==> src/hrf_pkg.sv <==
// hrf_pkg: shared types, codes and size tables of the hid report fragmenter
// used by every module under src; depends on nothing
package hrf_pkg;

  // fixed field widths
  localparam int unsigned ByteW  = 8;
  localparam int unsigned LenW   = 11;
  localparam int unsigned RlenW  = 7;
  localparam int unsigned ChunkW = 6;
  localparam int unsigned SizeW  = 2;

  // command queue between front and back
  localparam int unsigned CmdQDepth = 2;

  localparam logic [ByteW-1:0] SyncByte = 8'hFF;
  localparam logic [ByteW-1:0] PadByte  = 8'h00;

  // link-control byte codes
  typedef enum logic [1:0] {
    LCB_SINGLE = 2'h0,
    LCB_LAST   = 2'h1,
    LCB_FIRST  = 2'h2,
    LCB_MIDDLE = 2'h3
  } lcb_e;

  // report size choices
  typedef enum logic [SizeW-1:0] {
    SZ_12 = 2'd0,
    SZ_14 = 2'd1,
    SZ_20 = 2'd2,
    SZ_63 = 2'd3
  } size_e;

  // configuration register indexes
  typedef enum logic {
    REG_LINK_ACTIVE = 1'b0,
    REG_NONE        = 1'b1
  } reg_idx_e;

  // back-end expansion phases
  typedef enum logic [3:0] {
    PH_ID   = 4'b0001,
    PH_LCB  = 4'b0010,
    PH_DATA = 4'b0100,
    PH_PAD  = 4'b1000
  } phase_e;

  typedef struct packed {
    logic [ByteW-1:0] data_byte;
    logic             frame_start;
    logic [LenW-1:0]  frame_len;
  } in_t;

  typedef struct packed {
    logic [ByteW-1:0] out_byte;
    logic [RlenW-1:0] report_len;
    logic             report_end;
    logic             frame_end;
    logic             last_of_run;
  } out_t;

  // one command per input byte that yields results
  typedef struct packed {
    logic              hdr;      // report id and link control go first
    lcb_e              lcb;
    logic [ByteW-1:0]  data;
    size_e             sz;
    logic              fin;      // last payload byte of the frame
    logic              full;     // data byte closes a full report
    logic [ChunkW-1:0] pads;     // zero pad bytes after the data byte
  } cmd_t;

  // report size in bytes
  function automatic logic [ChunkW-1:0] size_bytes(size_e sz);
    logic [ChunkW-1:0] s;
    unique case (sz)
      SZ_12:   s = 6'd12;
      SZ_14:   s = 6'd14;
      SZ_20:   s = 6'd20;
      SZ_63:   s = 6'd63;
      default: s = 6'd63;
    endcase
    return s;
  endfunction

endpackage

==> src/hrf_front.sv <==
// hrf_front: takes frame bytes, keeps the frame counters and issues one
// expansion command per byte that yields results; depends on hrf_pkg
module hrf_front #(
  parameter int unsigned FRAME_MAX = 1024
) (
  input  logic           clk_i,
  input  logic           rst_ni,
  input  logic           link_active_i,
  input  logic           in_valid_i,
  output logic           in_ready_o,
  input  hrf_pkg::in_t   in_i,
  output logic           cmd_valid_o,
  input  logic           cmd_ready_i,
  output hrf_pkg::cmd_t  cmd_o
);

  // saturation limit, bounded by what frame_len can carry
  localparam int unsigned FrameCap = (FRAME_MAX > 2047) ? 2047 : FRAME_MAX;

  logic [hrf_pkg::LenW-1:0]   rem_q, rem_d, rem_w, len_sat, len_adj, rem_n;
  logic [hrf_pkg::ChunkW-1:0] chunk_q, chunk_d, chunk_w, chunk_n, cap;
  logic                       aw_q, aw_d, aw_w;
  hrf_pkg::size_e             sz_q, sz_d, sz_w;
  logic                       go, is_sync, fire;

  assign in_ready_o = cmd_ready_i;
  assign fire       = in_valid_i && in_ready_o;
  assign is_sync    = (in_i.data_byte == hrf_pkg::SyncByte);
  assign len_sat    = (in_i.frame_len > hrf_pkg::LenW'(FrameCap)) ?
                      hrf_pkg::LenW'(FrameCap) : in_i.frame_len;
  assign len_adj    = len_sat - {10'd0, is_sync};

  // classify the byte and work out the counters after it
  always_comb begin
    rem_w   = rem_q;
    chunk_w = chunk_q;
    aw_w    = aw_q;
    sz_w    = sz_q;
    go      = 1'b1;
    rem_d   = rem_q;
    chunk_d = chunk_q;
    aw_d    = aw_q;
    sz_d    = sz_q;
    cap     = 6'd0;
    rem_n   = '0;
    chunk_n = '0;
    cmd_o   = '0;
    // frame start abandons any open frame
    if (in_i.frame_start) begin
      rem_w   = '0;
      chunk_w = '0;
      aw_w    = 1'b0;
      if (!link_active_i || len_sat == '0 || len_adj == '0) begin
        go = 1'b0;
      end else begin
        priority if (len_adj <= 11'd11) sz_w = hrf_pkg::SZ_12;
        else if (len_adj <= 11'd13)     sz_w = hrf_pkg::SZ_14;
        else if (len_adj <= 11'd19)     sz_w = hrf_pkg::SZ_20;
        else                            sz_w = hrf_pkg::SZ_63;
        rem_w = len_adj;
        aw_w  = 1'b1;
        if (is_sync) go = 1'b0;
      end
    end
    if (rem_w == '0) go = 1'b0;
    cap = hrf_pkg::size_bytes(sz_w) - 6'd1;
    // link gone at a report boundary drops the rest of the frame
    if (go && chunk_w == '0 && !link_active_i) begin
      go      = 1'b0;
      rem_w   = '0;
      chunk_w = '0;
      aw_w    = 1'b0;
    end
    rem_d   = rem_w;
    chunk_d = chunk_w;
    aw_d    = aw_w;
    sz_d    = sz_w;
    if (go) begin
      rem_n   = rem_w - 11'd1;
      chunk_n = chunk_w + 6'd1;
      cmd_o.hdr  = (chunk_w == '0);
      if (aw_w) begin
        cmd_o.lcb = (rem_w <= {5'd0, cap}) ? hrf_pkg::LCB_SINGLE : hrf_pkg::LCB_FIRST;
      end else begin
        cmd_o.lcb = (rem_w <= {5'd0, cap}) ? hrf_pkg::LCB_LAST : hrf_pkg::LCB_MIDDLE;
      end
      cmd_o.data = in_i.data_byte;
      cmd_o.sz   = sz_w;
      cmd_o.fin  = (rem_n == '0);
      cmd_o.full = (chunk_n >= cap);
      cmd_o.pads = (cmd_o.fin && chunk_n < cap) ? (cap - chunk_n) : '0;
      rem_d   = rem_n;
      aw_d    = 1'b0;
      chunk_d = (cmd_o.fin || cmd_o.full) ? '0 : chunk_n;
    end
  end

  assign cmd_valid_o = in_valid_i && go;

  // frame counters move on each accepted byte
  always_ff @(posedge clk_i or negedge rst_ni) begin
    if (!rst_ni) begin
      rem_q   <= '0;
      chunk_q <= '0;
      aw_q    <= 1'b0;
      sz_q    <= hrf_pkg::SZ_12;
    end else if (fire) begin
      rem_q   <= rem_d;
      chunk_q <= chunk_d;
      aw_q    <= aw_d;
      sz_q    <= sz_d;
    end
  end

endmodule

==> src/hrf_cmd_fifo.sv <==
// hrf_cmd_fifo: short command queue between front and back
// depends on hrf_pkg for the command type and depth
module hrf_cmd_fifo (
  input  logic           clk_i,
  input  logic           rst_ni,
  input  logic           push_i,
  input  hrf_pkg::cmd_t  push_data_i,
  output logic           not_full_o,
  input  logic           pop_i,
  output logic           not_empty_o,
  output hrf_pkg::cmd_t  pop_data_o
);

  localparam int unsigned PtrW = $clog2(hrf_pkg::CmdQDepth);
  localparam int unsigned CntW = $clog2(hrf_pkg::CmdQDepth + 1);

  hrf_pkg::cmd_t       mem_q [hrf_pkg::CmdQDepth];
  logic [PtrW-1:0]     wr_q, rd_q;
  logic [CntW-1:0]     cnt_q;

  assign not_full_o  = (cnt_q != CntW'(hrf_pkg::CmdQDepth));
  assign not_empty_o = (cnt_q != '0);
  assign pop_data_o  = mem_q[rd_q];

  // entry storage
  always_ff @(posedge clk_i) begin
    if (push_i && not_full_o) mem_q[wr_q] <= push_data_i;
  end

  // pointers and fill count
  always_ff @(posedge clk_i or negedge rst_ni) begin
    if (!rst_ni) begin
      wr_q  <= '0;
      rd_q  <= '0;
      cnt_q <= '0;
    end else begin
      if (push_i && not_full_o) begin
        wr_q <= (wr_q == PtrW'(hrf_pkg::CmdQDepth - 1)) ? '0 : wr_q + 1'b1;
      end
      if (pop_i && not_empty_o) begin
        rd_q <= (rd_q == PtrW'(hrf_pkg::CmdQDepth - 1)) ? '0 : rd_q + 1'b1;
      end
      cnt_q <= cnt_q + CntW'(push_i && not_full_o) - CntW'(pop_i && not_empty_o);
    end
  end

endmodule

==> src/hrf_back.sv <==
// hrf_back: expands each command into report bytes, one transfer a cycle
// while the receiver is ready, behind an output register; depends on hrf_pkg
module hrf_back (
  input  logic           clk_i,
  input  logic           rst_ni,
  input  logic           cmd_valid_i,
  output logic           cmd_pop_o,
  input  hrf_pkg::cmd_t  cmd_i,
  output logic           out_valid_o,
  input  logic           out_ready_i,
  output hrf_pkg::out_t  out_o
);

  hrf_pkg::cmd_t              cur_q, cur_d;
  logic                       cur_valid_q, cur_valid_d;
  hrf_pkg::phase_e            phase_q, phase_d, phase_nx;
  logic [hrf_pkg::ChunkW-1:0] pad_q, pad_d;
  hrf_pkg::out_t              out_q, out_d, gen;
  logic                       out_valid_q, out_valid_d;
  logic                       adv, run_last;

  assign adv       = cur_valid_q && (!out_valid_q || out_ready_i);
  assign cmd_pop_o = cmd_valid_i && (!cur_valid_q || (adv && run_last));

  // byte for the current phase
  always_comb begin
    gen            = '0;
    gen.report_len = {1'b0, hrf_pkg::size_bytes(cur_q.sz)} + 7'd1;
    run_last       = 1'b0;
    phase_nx       = phase_q;
    unique case (phase_q)
      hrf_pkg::PH_ID: begin
        gen.out_byte = {6'd0, cur_q.sz} + 8'd1;
        phase_nx     = hrf_pkg::PH_LCB;
      end
      hrf_pkg::PH_LCB: begin
        gen.out_byte = {6'd0, cur_q.lcb};
        phase_nx     = hrf_pkg::PH_DATA;
      end
      hrf_pkg::PH_DATA: begin
        gen.out_byte = cur_q.data;
        if (cur_q.fin && cur_q.pads != '0) begin
          phase_nx = hrf_pkg::PH_PAD;
        end else begin
          run_last       = 1'b1;
          gen.report_end = cur_q.fin || cur_q.full;
          gen.frame_end  = cur_q.fin;
        end
      end
      hrf_pkg::PH_PAD: begin
        gen.out_byte = hrf_pkg::PadByte;
        if (pad_q == 6'd1) begin
          run_last       = 1'b1;
          gen.report_end = 1'b1;
          gen.frame_end  = 1'b1;
        end
      end
      default: begin
        gen.out_byte = hrf_pkg::PadByte;
        run_last     = 1'b1;
      end
    endcase
    gen.last_of_run = run_last;
  end

  // command sequencing
  always_comb begin
    cur_d       = cur_q;
    cur_valid_d = cur_valid_q;
    phase_d     = phase_q;
    pad_d       = pad_q;
    if (cmd_pop_o) begin
      cur_d       = cmd_i;
      cur_valid_d = 1'b1;
      phase_d     = cmd_i.hdr ? hrf_pkg::PH_ID : hrf_pkg::PH_DATA;
      pad_d       = cmd_i.pads;
    end else if (adv && run_last) begin
      cur_valid_d = 1'b0;
    end else if (adv) begin
      phase_d = phase_nx;
      if (phase_q == hrf_pkg::PH_PAD) pad_d = pad_q - 6'd1;
    end
  end

  // output register
  always_comb begin
    out_d       = out_q;
    out_valid_d = out_valid_q;
    if (adv) begin
      out_d       = gen;
      out_valid_d = 1'b1;
    end else if (out_ready_i) begin
      out_valid_d = 1'b0;
    end
  end

  always_ff @(posedge clk_i or negedge rst_ni) begin
    if (!rst_ni) begin
      cur_valid_q <= 1'b0;
      phase_q     <= hrf_pkg::PH_DATA;
      out_valid_q <= 1'b0;
    end else begin
      cur_valid_q <= cur_valid_d;
      phase_q     <= phase_d;
      out_valid_q <= out_valid_d;
    end
  end

  always_ff @(posedge clk_i) begin
    cur_q <= cur_d;
    pad_q <= pad_d;
    out_q <= out_d;
  end

  assign out_valid_o = out_valid_q;
  assign out_o       = out_q;

endmodule

==> src/hid_report_fragmenter.sv <==
// hid_report_fragmenter: top level with the link register port
// depends on hrf_pkg, hrf_front, hrf_cmd_fifo and hrf_back
//
// Usage: frame bytes enter on the in channel (valid/ready), one per
// transfer; frame_start marks the first byte and carries frame_len. Report
// bytes leave on the out channel, each with its report length and end
// flags; last_of_run closes the transfers caused by one input byte.
// link_active is written through the APB port at address 0; frames are
// dropped while it is 0. pready is always high.
// Path: a byte that yields results passes the command queue, the current
// command register and the output register before its first transfer.
// Throughput: one transfer per cycle while the receiver is ready and a
// command waits, set by the back end that walks id, link control, data and
// pad bytes; an input byte yields up to 64 transfers via the 2-entry queue.
// Reset clears the link register, the frame counters, the queue and the
// output register. When the receiver stalls the output register holds,
// the queue fills and then in_ready_o drops.
module hid_report_fragmenter #(
  parameter int unsigned FRAME_MAX = 1024
) (
  input  logic           clk_i,
  input  logic           rst_ni,
  input  logic           in_valid_i,
  output logic           in_ready_o,
  input  hrf_pkg::in_t   in_i,
  output logic           out_valid_o,
  input  logic           out_ready_i,
  output hrf_pkg::out_t  out_o,
  input  logic           psel,
  input  logic           penable,
  input  logic           pwrite,
  input  logic [2:0]     paddr,
  input  logic [31:0]    pwdata,
  output logic [31:0]    prdata,
  output logic           pready
);

  logic          link_active_q;
  logic          cmd_valid, cmd_ready, q_valid, q_pop;
  hrf_pkg::cmd_t cmd, q_cmd;
  hrf_pkg::reg_idx_e reg_idx;

  assign pready  = 1'b1;
  assign reg_idx = hrf_pkg::reg_idx_e'(paddr[2]);
  assign prdata  = (reg_idx == hrf_pkg::REG_LINK_ACTIVE) ? {31'd0, link_active_q} : '0;

  // link register write
  always_ff @(posedge clk_i or negedge rst_ni) begin
    if (!rst_ni) begin
      link_active_q <= 1'b0;
    end else if (psel && penable && pwrite && pready &&
                 reg_idx == hrf_pkg::REG_LINK_ACTIVE) begin
      link_active_q <= pwdata[0];
    end
  end

  hrf_front #(
    .FRAME_MAX (FRAME_MAX)
  ) u_front (
    .clk_i         (clk_i),
    .rst_ni        (rst_ni),
    .link_active_i (link_active_q),
    .in_valid_i    (in_valid_i),
    .in_ready_o    (in_ready_o),
    .in_i          (in_i),
    .cmd_valid_o   (cmd_valid),
    .cmd_ready_i   (cmd_ready),
    .cmd_o         (cmd)
  );

  hrf_cmd_fifo u_fifo (
    .clk_i       (clk_i),
    .rst_ni      (rst_ni),
    .push_i      (cmd_valid),
    .push_data_i (cmd),
    .not_full_o  (cmd_ready),
    .pop_i       (q_pop),
    .not_empty_o (q_valid),
    .pop_data_o  (q_cmd)
  );

  hrf_back u_back (
    .clk_i       (clk_i),
    .rst_ni      (rst_ni),
    .cmd_valid_i (q_valid),
    .cmd_pop_o   (q_pop),
    .cmd_i       (q_cmd),
    .out_valid_o (out_valid_o),
    .out_ready_i (out_ready_i),
    .out_o       (out_o)
  );

endmodule

==> config.mk <==
export PLATFORM = sky130hd
export DESIGN_NAME = hid_report_fragmenter
export DESIGN_NICKNAME = d
export VERILOG_FILES = /design/src/hrf_pkg.sv /design/src/hrf_front.sv /design/src/hrf_cmd_fifo.sv /design/src/hrf_back.sv /design/src/hid_report_fragmenter.sv
export SDC_FILE = /design/constraint.sdc
export NUM_CORES = 1
export LEC_CHECK = 0
export BUFFER_PORTS_ARGS = -buffer_cell sky130_fd_sc_hd__buf_2
export CORE_MARGIN = 2
export CORE_UTILIZATION = 55
export DETAILED_ROUTE_END_ITERATION = 7
export GPL_TIMING_DRIVEN = 0
export PLACE_DENSITY_LB_ADDON = 0.12
export SLEW_MARGIN = 0
export SYNTH_ARGS = -nofsm -noshare
export SYNTH_HDL_FRONTEND = slang
export SYNTH_SLANG_ARGS = --single-unit
==> constraint.sdc <==
create_clock -name clk_i -period 4.9 [get_ports clk_i]
set_input_delay 0.49 -clock clk_i [delete_from_list [all_inputs] [get_ports clk_i]]
set_output_delay 0.49 -clock clk_i [all_outputs]
set_load 0.05 [all_outputs]
==> results.json <==
{
  "fin_hold_ws_ns": 0.149,
  "antenna_left": 0,
  "drv_cap": 0,
  "comb_power_share_pct": 40.3,
  "arrival_ns": 4.96,
  "routed_wirelength_um": 14800,
  "leakagePower_nw": 3.32,
  "ys_warn_count": 0,
  "area_delta_synth_final_pct": 20.2,
  "drt_iter0_markers": 328,
  "criticalPathCategory": "input port to flip-flop",
  "tightest_slew_ns": 1.28,
  "fin_worst_skew_ns": 0.00771,
  "cp_slowest_cell": "o31ai_4",
  "nNetsFinal": 820,
  "end_kind": "flip-flop",
  "drive_gt1_share_pct": 26.2,
  "hpwl_um": 10700,
  "clock_sinks": 116,
  "final_util_pct": 67.7,
  "insertion_delay_ns": 0.42,
  "p_sw_share_pct": 38.5,
  "status": "finished clean",
  "wl_met1_um": 6300,
  "synth_edf_count": 85,
  "n_antenna_cell": 0,
  "setup_viol": 0,
  "chipHeight_um": 115,
  "synth-main-ff-cell": "edfxtp_1",
  "slowest_delay_ns": 0.40,
  "htree_levels": 4,
  "ys_types": 78,
  "grt_pass1_vias": 4837,
  "drcViolationCount": 0,
  "async_reset_ff_share_pct": 26.7,
  "period_needed_ns": 4.63,
  "die_w_um": 115,
  "cp_max_fo": 10,
  "postSynthAreaPerCell_um2": 10.7,
  "root_buffer": "clkbuf_16",
  "ys_ff_latch": 116,
  "overflow": 0,
  "top_layer": "met4",
  "max_slew_margin_pct": 14.4,
  "synth_cells": 629,
  "syn_area_mm2": 0.00674,
  "met2_length_um": 7460,
  "p_int_mw": 3.02,
  "fin_ws_ns": 0.272,
  "clkTransAtPathRegs_ns": 0.05,
  "vias_per_cell": 5.65,
  "fmax_mhz": 216,
  "power.total_mw": 4.91,
  "ioPinCount": 115,
  "clk_path_buf_depth": 2,
  "grt_max_degree": 32,
  "rows": 40,
  "cts_hold_repair.buffers": 0,
  "io_buffers": 44,
  "dieArea_mm2": 0.0131,
  "grt_usage_pct": 23.8,
  "seqPwrFrac_pct": 34.0,
  "start_util_pct": 56.3,
  "p_per_area_mw_per_mm2": 606,
  "power_switching_mw": 1.89,
  "finalHoldViolCount": 0,
  "vdd_drop_max_mv": 0.261,
  "clkPwrFrac_pct": 25.7,
  "dpl_worst_slack_ns": -1.37,
  "wl_met3_um": 602,
  "firstDrtPassIters": 4,
  "cts_made_buffers": 17,
  "crit_required_ns": 5.23,
  "ys_seq_area_share_pct": 49.4,
  "grt_pass1_wl_um": 24100,
  "antenna_found_initial": 0,
  "place.gp.congestion": 0.945,
  "wl_per_cell_um": 16.7,
  "vias": 5030,
  "hold_path_class": "input port to asynchronous set/reset pin",
  "drv_slew": 0,
  "crit_path_start_kind": "input port",
  "ff2ff_path_depth": 14,
  "fin_crit_sh_pct": 94.4,
  "core_mm2": 0.0120,
  "tritoncts": "yes"
}
Yosys cell counts, drive strengths merged, types with 3 or more instances:
| cell type | count | area share [%] |
|---|---|---|
| edfxtp | 85 | 38 |
| nor2 | 57 | 3.2 |
| nand2 | 48 | 2.7 |
| buf | 37 | 4.0 |
| inv | 34 | 1.9 |
| dfrtp | 30 | 11 |
| o21ai | 29 | 2.2 |
| mux2 | 28 | 4.7 |
| ha | 27 | 5.0 |
| a21oi | 22 | 1.6 |
| clkbuf | 20 | 1.1 |
| and2 | 19 | 1.8 |
| xnor2 | 17 | 2.2 |
| nor3 | 16 | 1.3 |
| nor2b | 14 | 1.3 |
| nand3 | 9 | 0.67 |
| nand4 | 9 | 0.93 |
| a21o | 8 | 0.89 |
| nor4 | 8 | 0.97 |
| nand2b | 7 | 0.76 |
| o31ai | 7 | 0.78 |
| a221o | 6 | 0.89 |
| and3 | 6 | 0.56 |
| a21boi | 5 | 0.56 |
| a221oi | 5 | 0.65 |
| o21bai | 5 | 0.56 |
| xor2 | 5 | 0.65 |
| a32oi | 4 | 0.52 |
| mux2i | 4 | 0.59 |
| or3 | 4 | 0.37 |
| a211oi | 3 | 0.48 |
| nand3b | 3 | 0.33 |
| nor3b | 3 | 0.33 |
| o21a | 3 | 0.33 |
| o22ai | 3 | 0.28 |
| or2 | 3 | 0.28 |
final timing paths:
kind	from	endpoint	slack (ns)
worst max register to register	link_active_q$_DFFE_PN0P_	u_fifo.mem_q[1][4]$_DFFE_PP_	0.47
worst min register to register	u_front.rem_q[5]$_DFFE_PN0P_	u_front.rem_q[5]$_DFFE_PN0P_	0.49
worst min-delay path	rst_ni	u_back.phase_q[3]$_DFFE_PN0P_	0.15
worst max-delay path	in_i[10]	u_front.chunk_q[0]$_DFFE_PN0P_	0.27
min in group clk_i	pwdata[0]	link_active_q$_DFFE_PN0P_	0.31
max in group asynchronous	rst_ni	u_front.chunk_q[3]$_DFFE_PN0P_	4.25
cells by family (layout without fill, tap and decap cells):
logic type                 count (synthesis)  in the layout  share of synthesized area (%)
xor gates and xnor gates                  22             22                           2.86
other                                      2             33                          0.111
AOI/OAI and AO/OA                        123            123                           13.2
buffers and inverters                     91            174                           7.04
and+or+nand+nor                          215            215                           16.7
muxes                                     32             32                           5.33
adders and majority gates                 28             28                           5.31
DFF                                      116            116                           49.4
flip-flops by register name, indices dropped and copies added, names as in the netlist, 2 cells and up:
name and cells:
u_fifo.cnt_q 2, u_front.rem_q 11, u_back.phase_q 4, u_back.out_o 17, u_back.pad_q 6, u_back.cur_q 20
u_front.sz_q 2, u_front.chunk_q 6, u_fifo.mem_q 42
power by group through the flow:
stage                     Sequential, mW  Combinational (mW)  Clock (mW)
after floorplan                     1.84                1.26           0
after global placement              1.66                1.82           0
after detailed placement            1.68                1.87           0
after CTS                           1.67                1.96        1.27
after global routing                1.70                2.17        1.32
final                               1.67                1.98        1.26
worst max-delay path, delay by kind of cell:
family | cells | cell delay [ns]
fa+ha+maj | 4 | 0.72
mux | 1 | 0.37
compound gates | 10 | 1.73
buf+inv | 7 | 0.76
simple gates | 6 | 0.85
per-stage QoR:
step | instance area [um2] | setup TNS, ns | std cells
CTS | 8010 | 0 | 889
global route | 8100 | -0.0102 | 890
detailed placement | 7280 | -48.58 | 852
global placement | 7260 | -77.67 | 851
floorplan | 6860 | -0.407 | 660
finish | 8100 | 0 | 890
layer usage:
metal  GRT usage [%]  up-vias
met1            29.5     2425
met5               0        -
met2            40.0      139
met3            4.76       37
li1                -     2429
met4            11.3        0
what timing repair did:
action | 4_1_cts | 5_1_grt
pin swaps | 2 | 3
setup buffers | 5 | 1
endpoints found under the setup margin | 45 | 41
resized for setup | 19 | 25
final cells by class:
cell class	instances	area, um2
clock buffers	17	425
plain buffers	57	367
clock inverters	15	181
flip-flops and latches	116	3330
repair buffers	51	280
well taps	147	184
inverters	34	128
multi-input cells	453	3210
fillers	917	3860
placed cells by master (no fill, tap or decap), types with 13 or more instances in the layout:
master and instances:
edfxtp_1 85, clkbuf_16 17, ha_1 25, o21ai_0 26
nor2_1 55, inv_1 31, buf_4 39, xnor2_1 17
dfrtp_1 30, conb_1 33, clkbuf_1 17, buf_2 45
a21oi_1 22, nor2b_1 13, nand2_1 45, and2_1 18
mux2_2 27
Power figures use the tool's default switching activity.
